<file path="src/rtl/mrp_pkg.sv">
// Shared types, constants and the witness table for the Miller-Rabin prime tester.
// No dependencies; every other file of the block but mrp_checker imports this package.
`timescale 1ns / 1ps

package mrp_pkg;

  localparam int VALUE_BITS = 32;
  localparam int CAND_W     = 32;
  localparam int CNT_W      = $clog2(VALUE_BITS);
  localparam int NUM_WIT    = 3;
  localparam int WIT_IDX_W  = $clog2(NUM_WIT);

  typedef logic [VALUE_BITS-1:0] val_t;
  typedef logic [WIT_IDX_W-1:0]  wit_idx_t;

  typedef enum logic [3:0] {
    OP_NONE,
    OP_LOAD,
    OP_DSTEP,
    OP_WNEXT,
    OP_BASE_INIT,
    OP_MUL_X,
    OP_SQ_BASE,
    OP_ESHIFT,
    OP_IINIT,
    OP_SQ_X
  } dp_op_t;

  typedef struct packed {
    dp_op_t op;
  } dp_cmd_t;

  typedef struct packed {
    logic n_lt2;
    logic n_even;
    logic n_eq2;
    logic d_lsb;
    logic e_zero;
    logic e_lsb;
    logic e_one;
    logic x_one;
    logic x_nm1;
    logic i_lt_r;
    logic w_eq_n;
    logic w_last;
    logic mul_done;
  } dp_stat_t;

  function automatic val_t witness(input wit_idx_t idx);
    val_t w;
    case (idx)
      WIT_IDX_W'(0): w = VALUE_BITS'(2);
      WIT_IDX_W'(1): w = VALUE_BITS'(7);
      default:       w = VALUE_BITS'(61);
    endcase
    return w;
  endfunction

endpackage

</file>
<file path="src/rtl/mrp_if.sv">
// Valid/ready channel interfaces for candidate requests and prime results.
// Depends on mrp_pkg for the candidate width.
`timescale 1ns / 1ps

interface mrp_cand_if import mrp_pkg::*; ();
  logic              valid;
  logic              ready;
  logic [CAND_W-1:0] candidate;

  modport source (output valid, output candidate, input ready);
  modport sink   (input valid, input candidate, output ready);
endinterface

interface mrp_res_if ();
  logic valid;
  logic ready;
  logic is_prime;

  modport source (output valid, output is_prime, input ready);
  modport sink   (input valid, input is_prime, output ready);
endinterface

</file>
<file path="src/rtl/mrp_modmul.sv">
// Bit-serial interleaved modular multiplier: result = a * b mod n, one bit of b per cycle.
// Depends on mrp_pkg. Operand a must be below n; b may be any value.
`timescale 1ns / 1ps

module mrp_modmul import mrp_pkg::*; (
  input  logic clk,
  input  logic rst_n,
  input  logic start,
  input  val_t a,
  input  val_t b,
  input  val_t n,
  output logic done,
  output val_t result
);

  localparam int EW = VALUE_BITS + 2;

  logic             busy_r;
  logic             done_r;
  logic [CNT_W-1:0] cnt_r;
  val_t             a_r;
  val_t             b_r;
  val_t             n_r;
  val_t             acc_r;
  val_t             acc_nxt;

  logic [EW-1:0] t;
  logic [EW-1:0] n1;
  logic [EW-1:0] n2;
  logic [EW-1:0] red;

  always_comb begin
    n1 = {2'b00, n_r};
    n2 = {1'b0, n_r, 1'b0};
    t  = {1'b0, acc_r, 1'b0} + (b_r[VALUE_BITS-1] ? {2'b00, a_r} : {EW{1'b0}});
    if (t >= n2) begin
      red = t - n2;
    end else if (t >= n1) begin
      red = t - n1;
    end else begin
      red = t;
    end
    acc_nxt = red[VALUE_BITS-1:0];
  end

  always_ff @(posedge clk) begin
    if (!rst_n) begin
      busy_r <= 1'b0;
      done_r <= 1'b0;
    end else begin
      done_r <= 1'b0;
      if (start) begin
        busy_r <= 1'b1;
      end else if (busy_r && (cnt_r == '0)) begin
        busy_r <= 1'b0;
        done_r <= 1'b1;
      end
    end
  end

  always_ff @(posedge clk) begin
    if (start) begin
      a_r   <= a;
      b_r   <= b;
      n_r   <= n;
      acc_r <= '0;
      cnt_r <= CNT_W'(VALUE_BITS - 1);
    end else if (busy_r) begin
      acc_r <= acc_nxt;
      b_r   <= {b_r[VALUE_BITS-2:0], 1'b0};
      cnt_r <= cnt_r - CNT_W'(1);
    end
  end

  assign done   = done_r;
  assign result = acc_r;

endmodule

</file>
<file path="src/rtl/mrp_datapath.sv">
// Datapath of the prime tester: candidate, exponent split, witness, power and loop registers.
// Depends on mrp_pkg and mrp_modmul; driven by commands from mrp_ctrl.
`timescale 1ns / 1ps

module mrp_datapath import mrp_pkg::*; (
  input  logic              clk,
  input  logic              rst_n,
  input  logic [CAND_W-1:0] candidate,
  input  dp_cmd_t           cmd,
  output dp_stat_t          stat
);

  typedef enum logic {DEST_BASE, DEST_X} dest_t;

  val_t             n_r;
  val_t             d_r;
  val_t             e_r;
  val_t             x_r;
  val_t             base_r;
  logic [CNT_W-1:0] r_r;
  logic [CNT_W-1:0] i_r;
  wit_idx_t         widx_r;
  dest_t            dest_r;

  val_t n_m1;
  val_t wit;
  logic mul_start;
  val_t mul_a;
  val_t mul_b;
  logic mul_done;
  val_t mul_res;

  assign n_m1 = n_r - VALUE_BITS'(1);
  assign wit  = witness(widx_r);

  always_comb begin
    mul_start = 1'b0;
    mul_a     = x_r;
    mul_b     = base_r;
    case (cmd.op)
      OP_BASE_INIT: begin
        mul_start = 1'b1;
        mul_a     = VALUE_BITS'(1);
        mul_b     = wit;
      end
      OP_MUL_X: begin
        mul_start = 1'b1;
        mul_a     = x_r;
        mul_b     = base_r;
      end
      OP_SQ_BASE: begin
        mul_start = 1'b1;
        mul_a     = base_r;
        mul_b     = base_r;
      end
      OP_SQ_X: begin
        mul_start = 1'b1;
        mul_a     = x_r;
        mul_b     = x_r;
      end
      default: begin
        mul_start = 1'b0;
      end
    endcase
  end

  mrp_modmul u_modmul (
    .clk    (clk),
    .rst_n  (rst_n),
    .start  (mul_start),
    .a      (mul_a),
    .b      (mul_b),
    .n      (n_r),
    .done   (mul_done),
    .result (mul_res)
  );

  always_ff @(posedge clk) begin
    case (cmd.op)
      OP_LOAD: begin
        n_r    <= candidate[VALUE_BITS-1:0];
        d_r    <= {candidate[VALUE_BITS-1:1], 1'b0};
        r_r    <= '0;
        widx_r <= '0;
      end
      OP_DSTEP: begin
        d_r <= {1'b0, d_r[VALUE_BITS-1:1]};
        r_r <= r_r + CNT_W'(1);
      end
      OP_WNEXT: begin
        widx_r <= widx_r + WIT_IDX_W'(1);
      end
      OP_BASE_INIT: begin
        x_r    <= VALUE_BITS'(1);
        e_r    <= d_r;
        dest_r <= DEST_BASE;
      end
      OP_MUL_X: begin
        dest_r <= DEST_X;
      end
      OP_SQ_BASE: begin
        e_r    <= {1'b0, e_r[VALUE_BITS-1:1]};
        dest_r <= DEST_BASE;
      end
      OP_ESHIFT: begin
        e_r <= {1'b0, e_r[VALUE_BITS-1:1]};
      end
      OP_IINIT: begin
        i_r <= CNT_W'(1);
      end
      OP_SQ_X: begin
        i_r    <= i_r + CNT_W'(1);
        dest_r <= DEST_X;
      end
      default: begin
      end
    endcase
    if (mul_done) begin
      if (dest_r == DEST_X) begin
        x_r <= mul_res;
      end else begin
        base_r <= mul_res;
      end
    end
  end

  always_comb begin
    stat.n_lt2    = (n_r < VALUE_BITS'(2));
    stat.n_even   = ~n_r[0];
    stat.n_eq2    = (n_r == VALUE_BITS'(2));
    stat.d_lsb    = d_r[0];
    stat.e_zero   = (e_r == '0);
    stat.e_lsb    = e_r[0];
    stat.e_one    = (e_r == VALUE_BITS'(1));
    stat.x_one    = (x_r == VALUE_BITS'(1));
    stat.x_nm1    = (x_r == n_m1);
    stat.i_lt_r   = (i_r < r_r);
    stat.w_eq_n   = (wit == n_r);
    stat.w_last   = (widx_r == WIT_IDX_W'(NUM_WIT - 1));
    stat.mul_done = mul_done;
  end

endmodule

</file>
<file path="src/rtl/mrp_ctrl.sv">
// Controller state machine that sequences classification, exponent split and witness rounds.
// Depends on mrp_pkg; issues commands to mrp_datapath and reads its status.
`timescale 1ns / 1ps

module mrp_ctrl import mrp_pkg::*; (
  input  logic     clk,
  input  logic     rst_n,
  input  logic     in_valid,
  input  logic     out_free,
  input  dp_stat_t stat,
  output dp_cmd_t  cmd,
  output logic     in_ready,
  output logic     push,
  output logic     result
);

  typedef enum logic [3:0] {
    S_IDLE,
    S_CLASS,
    S_DSPLIT,
    S_RSTART,
    S_WBASE,
    S_PCHK,
    S_WMX,
    S_PSQ,
    S_WSQB,
    S_RCHK,
    S_LCHK,
    S_WSQX,
    S_SQCHK,
    S_PASS,
    S_DONE
  } state_t;

  state_t state_r;
  state_t state_nxt;
  logic   res_r;
  logic   res_nxt;

  always_comb begin
    state_nxt = state_r;
    res_nxt   = res_r;
    cmd.op    = OP_NONE;
    push      = 1'b0;
    case (state_r)
      S_IDLE: begin
        if (in_valid) begin
          cmd.op    = OP_LOAD;
          state_nxt = S_CLASS;
        end
      end
      S_CLASS: begin
        if (stat.n_lt2) begin
          res_nxt   = 1'b0;
          state_nxt = S_DONE;
        end else if (stat.n_even) begin
          res_nxt   = stat.n_eq2;
          state_nxt = S_DONE;
        end else begin
          state_nxt = S_DSPLIT;
        end
      end
      S_DSPLIT: begin
        if (!stat.d_lsb) begin
          cmd.op = OP_DSTEP;
        end else begin
          state_nxt = S_RSTART;
        end
      end
      S_RSTART: begin
        if (stat.w_eq_n) begin
          state_nxt = S_PASS;
        end else begin
          cmd.op    = OP_BASE_INIT;
          state_nxt = S_WBASE;
        end
      end
      S_WBASE: begin
        if (stat.mul_done) begin
          state_nxt = S_PCHK;
        end
      end
      S_PCHK: begin
        if (stat.e_zero) begin
          state_nxt = S_RCHK;
        end else if (stat.e_lsb) begin
          cmd.op    = OP_MUL_X;
          state_nxt = S_WMX;
        end else begin
          state_nxt = S_PSQ;
        end
      end
      S_WMX: begin
        if (stat.mul_done) begin
          state_nxt = S_PSQ;
        end
      end
      S_PSQ: begin
        if (stat.e_one) begin
          cmd.op    = OP_ESHIFT;
          state_nxt = S_PCHK;
        end else begin
          cmd.op    = OP_SQ_BASE;
          state_nxt = S_WSQB;
        end
      end
      S_WSQB: begin
        if (stat.mul_done) begin
          state_nxt = S_PCHK;
        end
      end
      S_RCHK: begin
        if (stat.x_one || stat.x_nm1) begin
          state_nxt = S_PASS;
        end else begin
          cmd.op    = OP_IINIT;
          state_nxt = S_LCHK;
        end
      end
      S_LCHK: begin
        if (stat.i_lt_r) begin
          cmd.op    = OP_SQ_X;
          state_nxt = S_WSQX;
        end else begin
          res_nxt   = 1'b0;
          state_nxt = S_DONE;
        end
      end
      S_WSQX: begin
        if (stat.mul_done) begin
          state_nxt = S_SQCHK;
        end
      end
      S_SQCHK: begin
        if (stat.x_nm1) begin
          state_nxt = S_PASS;
        end else if (stat.x_one) begin
          res_nxt   = 1'b0;
          state_nxt = S_DONE;
        end else begin
          state_nxt = S_LCHK;
        end
      end
      S_PASS: begin
        if (stat.w_last) begin
          res_nxt   = 1'b1;
          state_nxt = S_DONE;
        end else begin
          cmd.op    = OP_WNEXT;
          state_nxt = S_RSTART;
        end
      end
      S_DONE: begin
        if (out_free) begin
          push      = 1'b1;
          state_nxt = S_IDLE;
        end
      end
      default: begin
        state_nxt = S_IDLE;
      end
    endcase
  end

  always_ff @(posedge clk) begin
    if (!rst_n) begin
      state_r <= S_IDLE;
      res_r   <= 1'b0;
    end else begin
      state_r <= state_nxt;
      res_r   <= res_nxt;
    end
  end

  assign in_ready = (state_r == S_IDLE);
  assign result   = res_r;

endmodule

</file>
<file path="src/rtl/miller_rabin_prime_test32_core.sv">
// Top level of the deterministic Miller-Rabin prime tester (witnesses 2, 7 and 61).
// Depends on mrp_pkg, mrp_if, mrp_ctrl and mrp_datapath.
//
//   channel   direction  payload          request accepted when
//   in_chan   sink       candidate[31:0]  valid && ready
//   out_chan  source     is_prime         valid && ready
//
// Each modular multiplication holds the controller in a wait state until the bit-serial
// multiplier reports done. A candidate below 2 or even is classified without any
// multiplication; an odd one needs up to 62 multiplications per witness on that single
// shared multiplier.
// Reset is synchronous and active low; it clears the controller and the output valid flag.
// The result sits in an output register, so a new request is taken while it waits;
// a finished result waits in the controller if the output register is still full.
`timescale 1ns / 1ps

module miller_rabin_prime_test32_core import mrp_pkg::*; (
  input  logic            clk,
  input  logic            rst_n,
  mrp_cand_if.sink        in_chan,
  mrp_res_if.source       out_chan
);

  dp_cmd_t  cmd;
  dp_stat_t stat;
  logic     in_ready;
  logic     push;
  logic     result;
  logic     out_free;
  logic     out_valid_r;
  logic     out_bit_r;

  assign out_free = ~out_valid_r | out_chan.ready;

  mrp_ctrl u_ctrl (
    .clk      (clk),
    .rst_n    (rst_n),
    .in_valid (in_chan.valid),
    .out_free (out_free),
    .stat     (stat),
    .cmd      (cmd),
    .in_ready (in_ready),
    .push     (push),
    .result   (result)
  );

  mrp_datapath u_datapath (
    .clk       (clk),
    .rst_n     (rst_n),
    .candidate (in_chan.candidate),
    .cmd       (cmd),
    .stat      (stat)
  );

  always_ff @(posedge clk) begin
    if (!rst_n) begin
      out_valid_r <= 1'b0;
    end else if (push) begin
      out_valid_r <= 1'b1;
    end else if (out_chan.ready) begin
      out_valid_r <= 1'b0;
    end
  end

  always_ff @(posedge clk) begin
    if (push) begin
      out_bit_r <= result;
    end
  end

  assign in_chan.ready     = in_ready;
  assign out_chan.valid    = out_valid_r;
  assign out_chan.is_prime = out_bit_r;

endmodule

</file>
<file path="src/flat_wrapper.sv">
// flat-port wrapper written by rule: the top's interface ports become plain ports
module miller_rabin_prime_test32_core_flat import mrp_pkg::*;
  (clk, rst_n, in_chan_valid, in_chan_candidate, in_chan_ready, out_chan_valid, out_chan_is_prime, out_chan_ready);
  mrp_cand_if in_chan_i ();
  mrp_res_if out_chan_i ();
  input  logic clk;
  input  logic rst_n;
  input wire logic [$bits(in_chan_i.valid)-1:0] in_chan_valid;
  input wire logic [$bits(in_chan_i.candidate)-1:0] in_chan_candidate;
  output wire logic [$bits(in_chan_i.ready)-1:0] in_chan_ready;
  output wire logic [$bits(out_chan_i.valid)-1:0] out_chan_valid;
  output wire logic [$bits(out_chan_i.is_prime)-1:0] out_chan_is_prime;
  input wire logic [$bits(out_chan_i.ready)-1:0] out_chan_ready;
  assign in_chan_i.valid = in_chan_valid;
  assign in_chan_i.candidate = in_chan_candidate;
  assign in_chan_ready = in_chan_i.ready;
  assign out_chan_valid = out_chan_i.valid;
  assign out_chan_is_prime = out_chan_i.is_prime;
  assign out_chan_i.ready = out_chan_ready;
  miller_rabin_prime_test32_core u_core (.clk(clk), .rst_n(rst_n), .in_chan(in_chan_i), .out_chan(out_chan_i));
endmodule
</file>
<file path="config.mk">
export PLATFORM = sky130hd
export DESIGN_NAME = miller_rabin_prime_test32_core_flat
export DESIGN_NICKNAME = d
export VERILOG_FILES = /design/src/rtl/mrp_pkg.sv /design/src/rtl/mrp_if.sv /design/src/rtl/mrp_modmul.sv /design/src/rtl/mrp_datapath.sv /design/src/rtl/mrp_ctrl.sv /design/src/rtl/miller_rabin_prime_test32_core.sv /design/src/flat_wrapper.sv
export SDC_FILE = /design/constraint.sdc
export NUM_CORES = 1
export LEC_CHECK = 0
export BUFFER_PORTS_ARGS = -buffer_cell sky130_fd_sc_hd__buf_2
export CORE_UTILIZATION = 63
export CTS_CLUSTER_SIZE = 24
export DETAILED_ROUTE_END_ITERATION = 10
export MAX_ROUTING_LAYER = met4
export PLACE_DENSITY = 0.8
export SKIP_CTS_REPAIR_TIMING = 1
export SYNTH_ARGS = -nofsm -noshare
export SYNTH_HDL_FRONTEND = slang
export SYNTH_SLANG_ARGS = --single-unit
</file>
<file path="constraint.sdc">
create_clock -name clk -period 6.3 [get_ports clk]
set_clock_uncertainty 0.1 [all_clocks]
set_input_delay 0.63 -clock clk [delete_from_list [all_inputs] [get_ports clk]]
set_output_delay 0.63 -clock clk [all_outputs]
set_load 0.02 [all_outputs]
</file>
# Yosys cells after proc, flatten, opt, wreduce, memory -nomap -nowiden

Index checks and enable logic that the tools add are counted.

Bits of input ports: 36
Flip-flop bits (word level): 315
Word-level logic and storage cells: 161
Output and inout bits: 3

Mux-type cells: 60
Reductions and logical operators: 24
Add/subtract/negate cells: 8
$lt $le $gt $ge: 4
Bitwise operators: 4
Eq/ne operators: 41

Operators with widths:

| operator                                                     | number |
|---|---|
| two-way mux 32 bit                                           | 8 |
| case mux 32 bit (2 select lines)                             | 4 |
| equality test 32 x 1 -> 1 bit (second input constant)        | 2 |
| equality test 32 bit                                         | 2 |
| subtractor 32 bit                                            | 2 |
| two-way mux 4 bit                                            | 14 |
| case mux 4 bit (14 select lines)                             | 1 |
| equality test 4 bit (second input constant)                  | 9 |
| adder 33 x 32 -> 34 bit                                      | 1 |
| >= comparator 34 x 32 -> 1 bit                               | 1 |
| >= comparator 34 x 33 -> 1 bit                               | 1 |
| equality test 32 x 2 -> 1 bit (second input constant)        | 1 |
| equality test 4 x 3 -> 1 bit (second input constant)         | 8 |
| logical NOT 32 bit                                           | 1 |
| less-than comparator 32 x 2 -> 1 bit (second input constant) | 1 |
| case mux 4 bit (8 select lines)                              | 1 |
| subtractor 32 x 1 -> 32 bit (second input constant)          | 1 |
| two-way mux 3 bit                                            | 7 |
| case mux 5 bit (2 select lines)                              | 2 |
| two-way mux 1 bit                                            | 17 |
| equality test 4 x 2 -> 1 bit (second input constant)         | 4 |
| nonzero test 2 bit                                           | 8 |
| != test 2 bit (second input constant)                        | 7 |
| case mux 6 bit (2 select lines)                              | 1 |
| other kinds (25)                                             | 37 |

# Logic depth before layout (Yosys ltp)

Gate-level depths: netlist (run 1).

Depth in word-level cells: 9
Mapped depth: 25
Gate-level depth less buffers: 23

# Cells and area by module

From an unflattened synthesis (run 1), not the netlist that was laid out.

Cells, all modules: 1990
Area total of the unflattened synthesis: 19840.3 um^2

By module, submodules not included:

| module                         | instances | seq. area each (um^2) | area an instance (um^2) | cells an instance |
|---|---|---|---|---|
| mrp_modmul                     | 1         | 3663.5                | 10463.8                 | 1101 |
| mrp_datapath                   | 1         | 4874.7                | 8558.2                  | 778 |
| mrp_ctrl                       | 1         | 100.1                 | 739.5                   | 106 |
| miller_rabin_prime_test32_core | 1         | 50.0                  | 78.8                    | 5 |

# Worst setup path before layout (run 1)

OpenSTA, ideal clock, no wires.

Path type: reg2reg
Start: register u_core.u_datapath.u_modmul.b_r[31]
End: register u_core.u_datapath.u_modmul.acc_r[1] (netlist: u_core.u_datapath.u_modmul.result[1])
Buffers on the path: 2
Stages on the path, launching flop included: 24
Arrival time: 5.111 ns
Setup slack: 0.972 ns
Setup time: 0.117 ns
Period minus slack after synthesis: 5.328 ns
Data required time: 6.083 ns
Path through: edfxtp_1 clkbuf_1 nand2_1 inv_1 ha_1 a211oi_1 o21ai_0 o211ai_1 a21oi_1 a221o_1 a211o_1 and3_1 or4_1 and2_1 ha_1 nand2_1 nor3_1 nand3_1 o211ai_1 a21o_1 a2111oi_2 clkbuf_1 o211ai_1 a32o_1

Word-level cells in the longest chain between the ends: 5
Elaborated cells between the ends (all ways): 8
Those cells by class: add/sub (3); order compare (2); mux (3)

RTL lines:

| what                                                                | line                               | source |
|---|---|---|
| start, declared                                                     | mrp_modmul.sv:22                   | `val_t b_r;` |
| start signal, assigned                                              | mrp_modmul.sv:70                   | `b_r <= {b_r[VALUE_BITS-2:0], 1'b0};` |
| two-way mux 32 bit *                                                | mrp_modmul.sv:35                   | `t = {1'b0, acc_r, 1'b0} + (b_r[VALUE_BITS-1] ? {2'b00, a_r} : {EW{1'b0}});` |
| adder 33 x 32 -> 34 bit *                                           | mrp_modmul.sv:35                   |  |
| subtractor 32 bit or >= comparator 34 x 32 -> 1 bit (tied branches) | mrp_modmul.sv:39, mrp_modmul.sv:38 |  |
| two-way mux 32 bit                                                  | mrp_modmul.sv:38                   | `end else if (t >= n1) begin` |
| two-way mux 32 bit *                                                | mrp_modmul.sv:36                   | `if (t >= n2) begin` |
| end signal, assigned                                                | mrp_modmul.sv:69                   | `acc_r <= acc_nxt;` |
| end, declared                                                       | mrp_modmul.sv:24                   | `val_t acc_r;` |

Mark *: on every way between the ends. The rest lies on a longest branch, timed or not.
A chain may end at the register's enable or synchronous reset.

# Worst setup path after layout (run 1)

Start: register u_core.u_datapath.u_modmul.b_r[31]
End: register u_core.u_datapath.u_modmul.acc_r[26] (netlist: u_core.u_datapath.u_modmul.result[26])

The elaborated chain is that of the path after synthesis.

==> metrics.cfg, run 1 <==
[run_status]
status = finished clean

[floorplan]
dieArea_um2 = 31600
die_y_um = 178
rows = 64
initial_core_util_pct = 63.9
fp.coreArea_um2 = 30500
fp.dieW_um = 178
pin_count = 39

[setup_path]
r2r-start = u_core.u_datapath.u_modmul.b_r[31]
end_kind = flip-flop
r2r_slack_ns = 0.26
cp_common_cell = a21o_1
arrival_ns = 6.38
slowest_stage = o311ai_0
worst-path-buf-inv = 2
cpPeakStageDelay_ns = 0.55
r2r_end = u_core.u_datapath.u_modmul.result[26]
path_cells = buf_4 > and2_1 > ha_1 > a21o_1 > a211oi_1 > o211ai_1 > o21ai_1 > a31oi_1 > a21o_1 > a21oi_1 > o2111ai_1 > xor2_1 > ha_1 > nand3_1 > nor3_1 > nand3_1 > o211ai_1 > a21o_1 > a2111o_1 > buf_4 > o311ai_0 > a21oi_1
crit_fanout = 17
ff2ff_path_depth = 22
required_ns = 6.64
worstSetupStartpointType = flip-flop
crit_type = flip-flop to flip-flop
critical-path-top-delay-family = compound AO/OA/AOI/OAI gates

[timing]
worst_pin_slew_ns = 1.06
hold_violations = 0
fmax_ghz = 0.166
worst_slack_ns = 0.264
setup_tns_ns = 0
relSlewSlack_pct = 29.5
finalHoldWorstSlack_ns = 0.143
drv_slew = 0
period_share_pct = 95.8
rsz0062_at_grt = false
setup_violations = 0
finalCriticalPeriod_ns = 6.04

[pwr]
p_sw_mw = 4.25
p_comb_share_pct = 49.4
p_leak_nw = 8.24
internal_power_mw = 5.79
ir_drop_mv = 0.351
power_switching_share_pct = 42.3
clock_power_share_pct = 18.9
power_per_cell_area_nw_per_um2 = 472
seq_power_share_pct = 31.8

[yosys]
synthAdderAreaFrac_pct = 7.24
synth_edf_count = 238
synth_simple_gate_area_share_pct = 17.6
yosysSeqAreaShare_pct = 44.6
synth_top_family_by_area = compound AO/OA/AOI/OAI gates
synth_compound_area_share_pct = 18.9
synth_fp_nets = 2217
ys.flop_type = edfxtp_1
synth_seq_cells = 315
async_flop_share_pct = 0
netlist_area_um2 = 19500
synth-xor-area-share_pct = 5.75
yosys.cell_types.count = 75
synthMuxAreaShare_pct = 2.21
synth_area_per_cell_um2 = 9.41
syn_inst = 2070
yosys_warnings = 0

[drt]
drt-pass1-iter-count = 6
wl_met3_mm = 4.29
drt-initial-drc-count = 1669
ant_nets = 0
wl_mm = 53.7
wl_met1_mm = 22.8
via_count = 16400
wl_met2_mm = 25.0
wire_per_inst_um = 21.4
top_layer_used = met4
route.detailed.drc = 0
vias_per_cell = 6.53

[finish]
nets = 2237
area_growth_pct = 9.21
diodes = 0
finalNonFillerCells = 2511
drive_gt1_share_pct = 9.27

[placement]
place_congestion = 0.963
place_hpwl_mm = 39.8
io_buffers = 38
preCtsSetupSlack_ns = 0.219
dp_cells = 2453

[clocking]
cts_tree = built
clock-sinks = 315
cts_buffers = 31
h-tree-depth = 1
cts_buffer_depth = 3
clock-root-buffer = clkbuf_16
cts.clk_slew.worst_paths_ns = 0.06
clk_latency_ns = 0.58

[min_path]
hold_class = input pin to flip-flop
hp-start = in_chan_candidate[4]
whs_endpoint = u_core.u_datapath.n_r[4]
hold_depth = 1

[global_route]
antenna_found_initial = 0
grt_pass1_vias = 15300
grt_pass1_wl_mm = 82.4
grt_overflow_total = 0
track_usage_pct = 34.7
grt_max_degree = 68

[run]
drv_cap = 0

-- worst reg2reg max path, stage by stage, from the launching register on --
cell,delay [ns]
edfxtp_1,0.50
buf_4,0.24
and2_1,0.15
ha_1,0.34
a21o_1,0.20
a211oi_1,0.30
o211ai_1,0.18
o21ai_1,0.33
a31oi_1,0.18
a21o_1,0.23
a21oi_1,0.25
o2111ai_1,0.18
xor2_1,0.32
ha_1,0.41
nand3_1,0.22
nor3_1,0.09
nand3_1,0.09
o211ai_1,0.11
a21o_1,0.23
a2111o_1,0.37
buf_4,0.19
o311ai_0,0.55
a21oi_1,0.13
-- worst max-delay path by stage --
stage,cells past startpoint,start,slack (ns),to
after global placement,23,u_core.u_datapath.u_modmul.b_r[31],0.29,u_core.u_datapath.u_modmul.result[26]
final,22,u_core.u_datapath.u_modmul.b_r[31],0.26,u_core.u_datapath.u_modmul.result[26]
after detailed placement,23,u_core.u_datapath.u_modmul.b_r[31],0.22,u_core.u_datapath.u_modmul.result[26]
after global routing,24,u_core.u_datapath.u_modmul.b_r[31],0.02,u_core.u_datapath.u_modmul.result[19]
after CTS,23,u_core.u_datapath.u_modmul.b_r[31],0.20,u_core.u_datapath.u_modmul.result[26]
after floorplan,23,u_core.u_datapath.u_modmul.b_r[31],0.97,u_core.u_datapath.u_modmul.result[1]
-- layout by cell type (no fill, tap or decap), types with 7 or more instances in the layout --
cell,netlist,layout
a21boi_0,7,7
nor3b_1,7,7
o21ai_0,123,120
and3_1,21,21
or4_1,10,10
nand3_1,75,74
o31ai_1,23,22
xnor2_1,89,89
nor3_1,29,29
dfxtp_1,77,77
buf_2,3,38
buf_4,0,49
xor2_1,39,39
clkinv_2,0,7
nand2_1,297,297
nor2_1,121,120
nand2b_1,19,19
clkbuf_16,0,31
a221oi_1,8,8
o21bai_1,7,7
mux2i_1,7,7
ha_1,108,108
nand4_1,19,19
and2_1,42,41
nor2b_1,14,13
a22o_1,34,34
or3_1,14,14
inv_1,92,91
a211oi_1,28,27
nor4_1,26,25
a21oi_1,136,135
o211ai_1,21,21
a21o_1,32,32
o22ai_1,8,8
a31oi_1,46,46
edfxtp_1,238,238
mux2_2,32,32
o21a_1,18,18
-- per-layer routing --
layer / up-vias / GRT usage, %
met1: 7861 / 46.8
met4: 0 / 11.3
li1: 7683 / -
met5: - / -
met2: 749 / 54.4
met3: 109 / 4.61
-- per-stage QoR --
step / util, % / instance area, um^2 / total power [mW]
floorplan: - / 19500 / 6.54
detailed placement: 66.3 / 20200 / 8.01
finish: 69.8 / 21300 / 10.0
CTS: 69.7 / 21300 / 9.92
global route: 69.8 / 21300 / 10.6
global placement: 66.3 / 20200 / 7.93
-- registers in the layout, indices dropped and copies added, names as in the netlist, 32 cells and up --
name,cells
u_core.u_datapath.base_r,32
u_core.u_datapath.d_r,32
u_core.u_datapath.e_r,32
u_core.u_datapath.n_r,32
u_core.u_datapath.u_modmul.a_r,32
u_core.u_datapath.u_modmul.b_r,32
u_core.u_datapath.u_modmul.n_r,32
u_core.u_datapath.u_modmul.result,32
u_core.u_datapath.x_r,32
-- cell usage after synthesis, drive strengths merged (14+ instances only) --
master	n	area [um^2]
nand3	75	375
and3	21	131
xor2	39	342
ha	108	1350
mux2	32	360
o211ai	21	158
o21a	18	135
nand2	297	1110
a21oi	136	681
nand4	19	119
and2	42	263
a31oi	46	288
nor2	121	454
o31ai	23	173
a21o	32	240
edfxtp	238	7150
inv	92	345
a211oi	28	210
clkbuf	92	345
nand2b	19	119
o21ai	123	616
nor4	28	188
or3	16	110
dfxtp	77	1540
nor2b	14	87.6
xnor2	89	780
nor3	29	145
a22o	34	298
-- kinds of logic (layout without fill, tap and decap cells) --
| family | count (synthesis) | count (layout) |
|---|---|---|
| compound gates | 563 | 563 |
| simple gates | 720 | 720 |
| buf+inv | 194 | 239 |
| flops | 315 | 315 |
| xor+xnor | 128 | 128 |
| mux | 39 | 39 |
| fa+ha+maj | 111 | 111 |
-- power groups by stage --
stage | Sequential, mW | Combinational [mW] | Clock (mW)
6_report | 3.19 | 4.96 | 1.90
5_1_grt | 3.22 | 5.38 | 1.99
4_1_cts | 3.16 | 4.85 | 1.91
3_5_place_dp | 3.20 | 4.80 | 0
3_3_place_gp | 3.19 | 4.74 | 0
2_1_floorplan | 2.98 | 3.56 | 0
-- final cells by class --
type | instances | area, um^2
Clock buffer | 40 | 840
Clock inverter | 18 | 205
Fill cell | 2318 | 9230
Inverter | 93 | 352
Multi-Input combinational cell | 1561 | 10100
Sequential cell | 315 | 8690
Tap cell | 396 | 495
Timing Repair Buffer | 88 | 578
No activity file was read; power rests on OpenSTA's default activity.
==> inputs of run 2 (changes only) <==
Settings changed: CTS_BUF_LIST set to sky130_fd_sc_hd__clkbuf_4.
==> run 2 against run 1 <==
Global-route usage grew 0.69 points; die area is the same; sequential power is essentially flat; setup slack lost 0.010 ns; fmax shrank 0.17%; flip-flop and latch count is the same; first-iteration DRC count shrank 11%; clock power is essentially flat; worst hold slack lost 0.12 ns; power grew 0.18%; routed wire length grew 2.3%; non-clock buffer count grew 14; largest cell class unchanged.
==> metrics.cfg, run 2 (synthesis gave the netlist of run 1 again) <==
[global_route]
grt_max_degree = 68
track_usage_pct = 35.4
grt_overflow_total = 0
antenna_found_initial = 1
grt_pass1_wl_mm = 83.3
grt_pass1_vias = 15600

[pwr]
ir_drop_mv = 0.352
p_leak_nw = 8.44
power_per_cell_area_nw_per_um2 = 468

[run_status]
status = finished clean

[floorplan]
initial_core_util_pct = 63.9
die_y_um = 178
fp.dieW_um = 178
pin_count = 39
rows = 64
dieArea_um2 = 31600
fp.coreArea_um2 = 30500

[clocking]
cts_buffer_depth = 3
cts_buffers = 79
clock-sinks = 315
clock-root-buffer = clkbuf_4
clk_latency_ns = 0.73
h-tree-depth = 3
cts_tree = built
cts.clk_slew.worst_paths_ns = 0.06

[setup_path]
path_cells = buf_4 > and2_1 > ha_1 > nor2b_1 > o31ai_1 > a211oi_2 > o21ai_1 > a31oi_1 > a21o_1 > a21oi_1 > o2111ai_1 > xor2_1 > ha_1 > nand3_1 > nor3_1 > nand3_1 > o211ai_1 > a21o_1 > a2111o_1 > buf_4 > o311ai_0 > a21oi_1
end_kind = flip-flop
cpPeakStageDelay_ns = 0.57
crit_type = flip-flop to flip-flop
worstSetupStartpointType = flip-flop
crit_fanout = 17
required_ns = 6.78
r2r_slack_ns = 0.25
arrival_ns = 6.53
slowest_stage = o311ai_0

[finish]
nets = 2299
drive_gt1_share_pct = 12.6
final_common_cell = nand2_1
finalNonFillerCells = 2613
area_growth_pct = 10.3
layout_common_cells = 297 x nand2_1, 238 x edfxtp_1, 135 x a21oi_1

[timing]
finalCriticalPeriod_ns = 6.05
rsz0062_at_grt = false
setup_violations = 0
setup_tns_ns = 0
hold_violations = 0
worst_pin_slew_ns = 1.05
fmax_ghz = 0.165
drv_slew = 0
relSlewSlack_pct = 30.3
period_share_pct = 96.0

[drt]
wl_met2_mm = 25.6
wl_met3_mm = 4.95
wire_per_inst_um = 21.0
ant_nets = 0
drt-initial-drc-count = 1489
vias_per_cell = 6.47
route.detailed.drc = 0
wl_met1_mm = 22.8
drt-pass1-iter-count = 5
via_count = 16900
wl_mm = 55.0
top_layer_used = met4

[run]
drv_cap = 0

[min_path]
hold_class = input pin to flip-flop

[placement]
dp_cells = 2453
place_hpwl_mm = 39.8
place_congestion = 0.963
io_buffers = 38

## run 2: worst max-delay path, delay by kind of cell (launching register included)
family,cells,cell delay [ns]
AOI/OAI and AO/OA,12,3.13
xor gates and xnor gates,1,0.31
adders and majority gates,2,0.73
buffers and inverters,2,0.42
DFF,1,0.50
and+or+nand+nor,5,0.70
## run 2: worst paths after layout
path,startpoint,depth (start not counted),endpoint
max,u_core.u_datapath.u_modmul.b_r[31],22,u_core.u_datapath.u_modmul.result[26]
min,in_chan_candidate[8],1,u_core.u_datapath.n_r[8]
max reg2reg,u_core.u_datapath.u_modmul.b_r[31],22,u_core.u_datapath.u_modmul.result[26]
min reg2reg,u_core.u_ctrl.result,0,u_core.out_chan.is_prime
## run 2: layer usage
layer,up-vias,global-route usage (%)
li1,7855,-
met1,8064,46.8
met2,865,55.1
met3,125,5.68
met4,0,13.0
met5,-,-
## run 2: cell type report
class	count	area [um^2]
clock buffer	120	901
multi-input combinational	1561	10100
sequential	315	8690
antenna	2	5.00
fill	2301	9010
inverter	93	352
clock inverter	24	208
timing repair buffer	102	718
tap	396	495
## run 2: where the power goes
group / internal (mW) / switching [mW]
Combinational: 1.95 / 3.02
Sequential: 2.74 / 0.439
Clock: 1.04 / 0.867
Total: 5.73 / 4.32
## run 2: metrics by stage
stage | util [%] | instance area [um^2] | power, mW | worst slack [ns] | hold WS, ns
global route | 70.5 | 21500 | 10.6 | 0.0215 | 0.00201
CTS | 69.9 | 21300 | 9.93 | 0.172 | -0.0331
global placement | 66.3 | 20200 | 7.93 | 0.294 | 0.323
detailed placement | 66.3 | 20200 | 8.01 | 0.219 | 0.329
finish | 70.5 | 21500 | 10.1 | 0.254 | 0.0213
floorplan | - | 19500 | 6.54 | 0.972 | 0.308
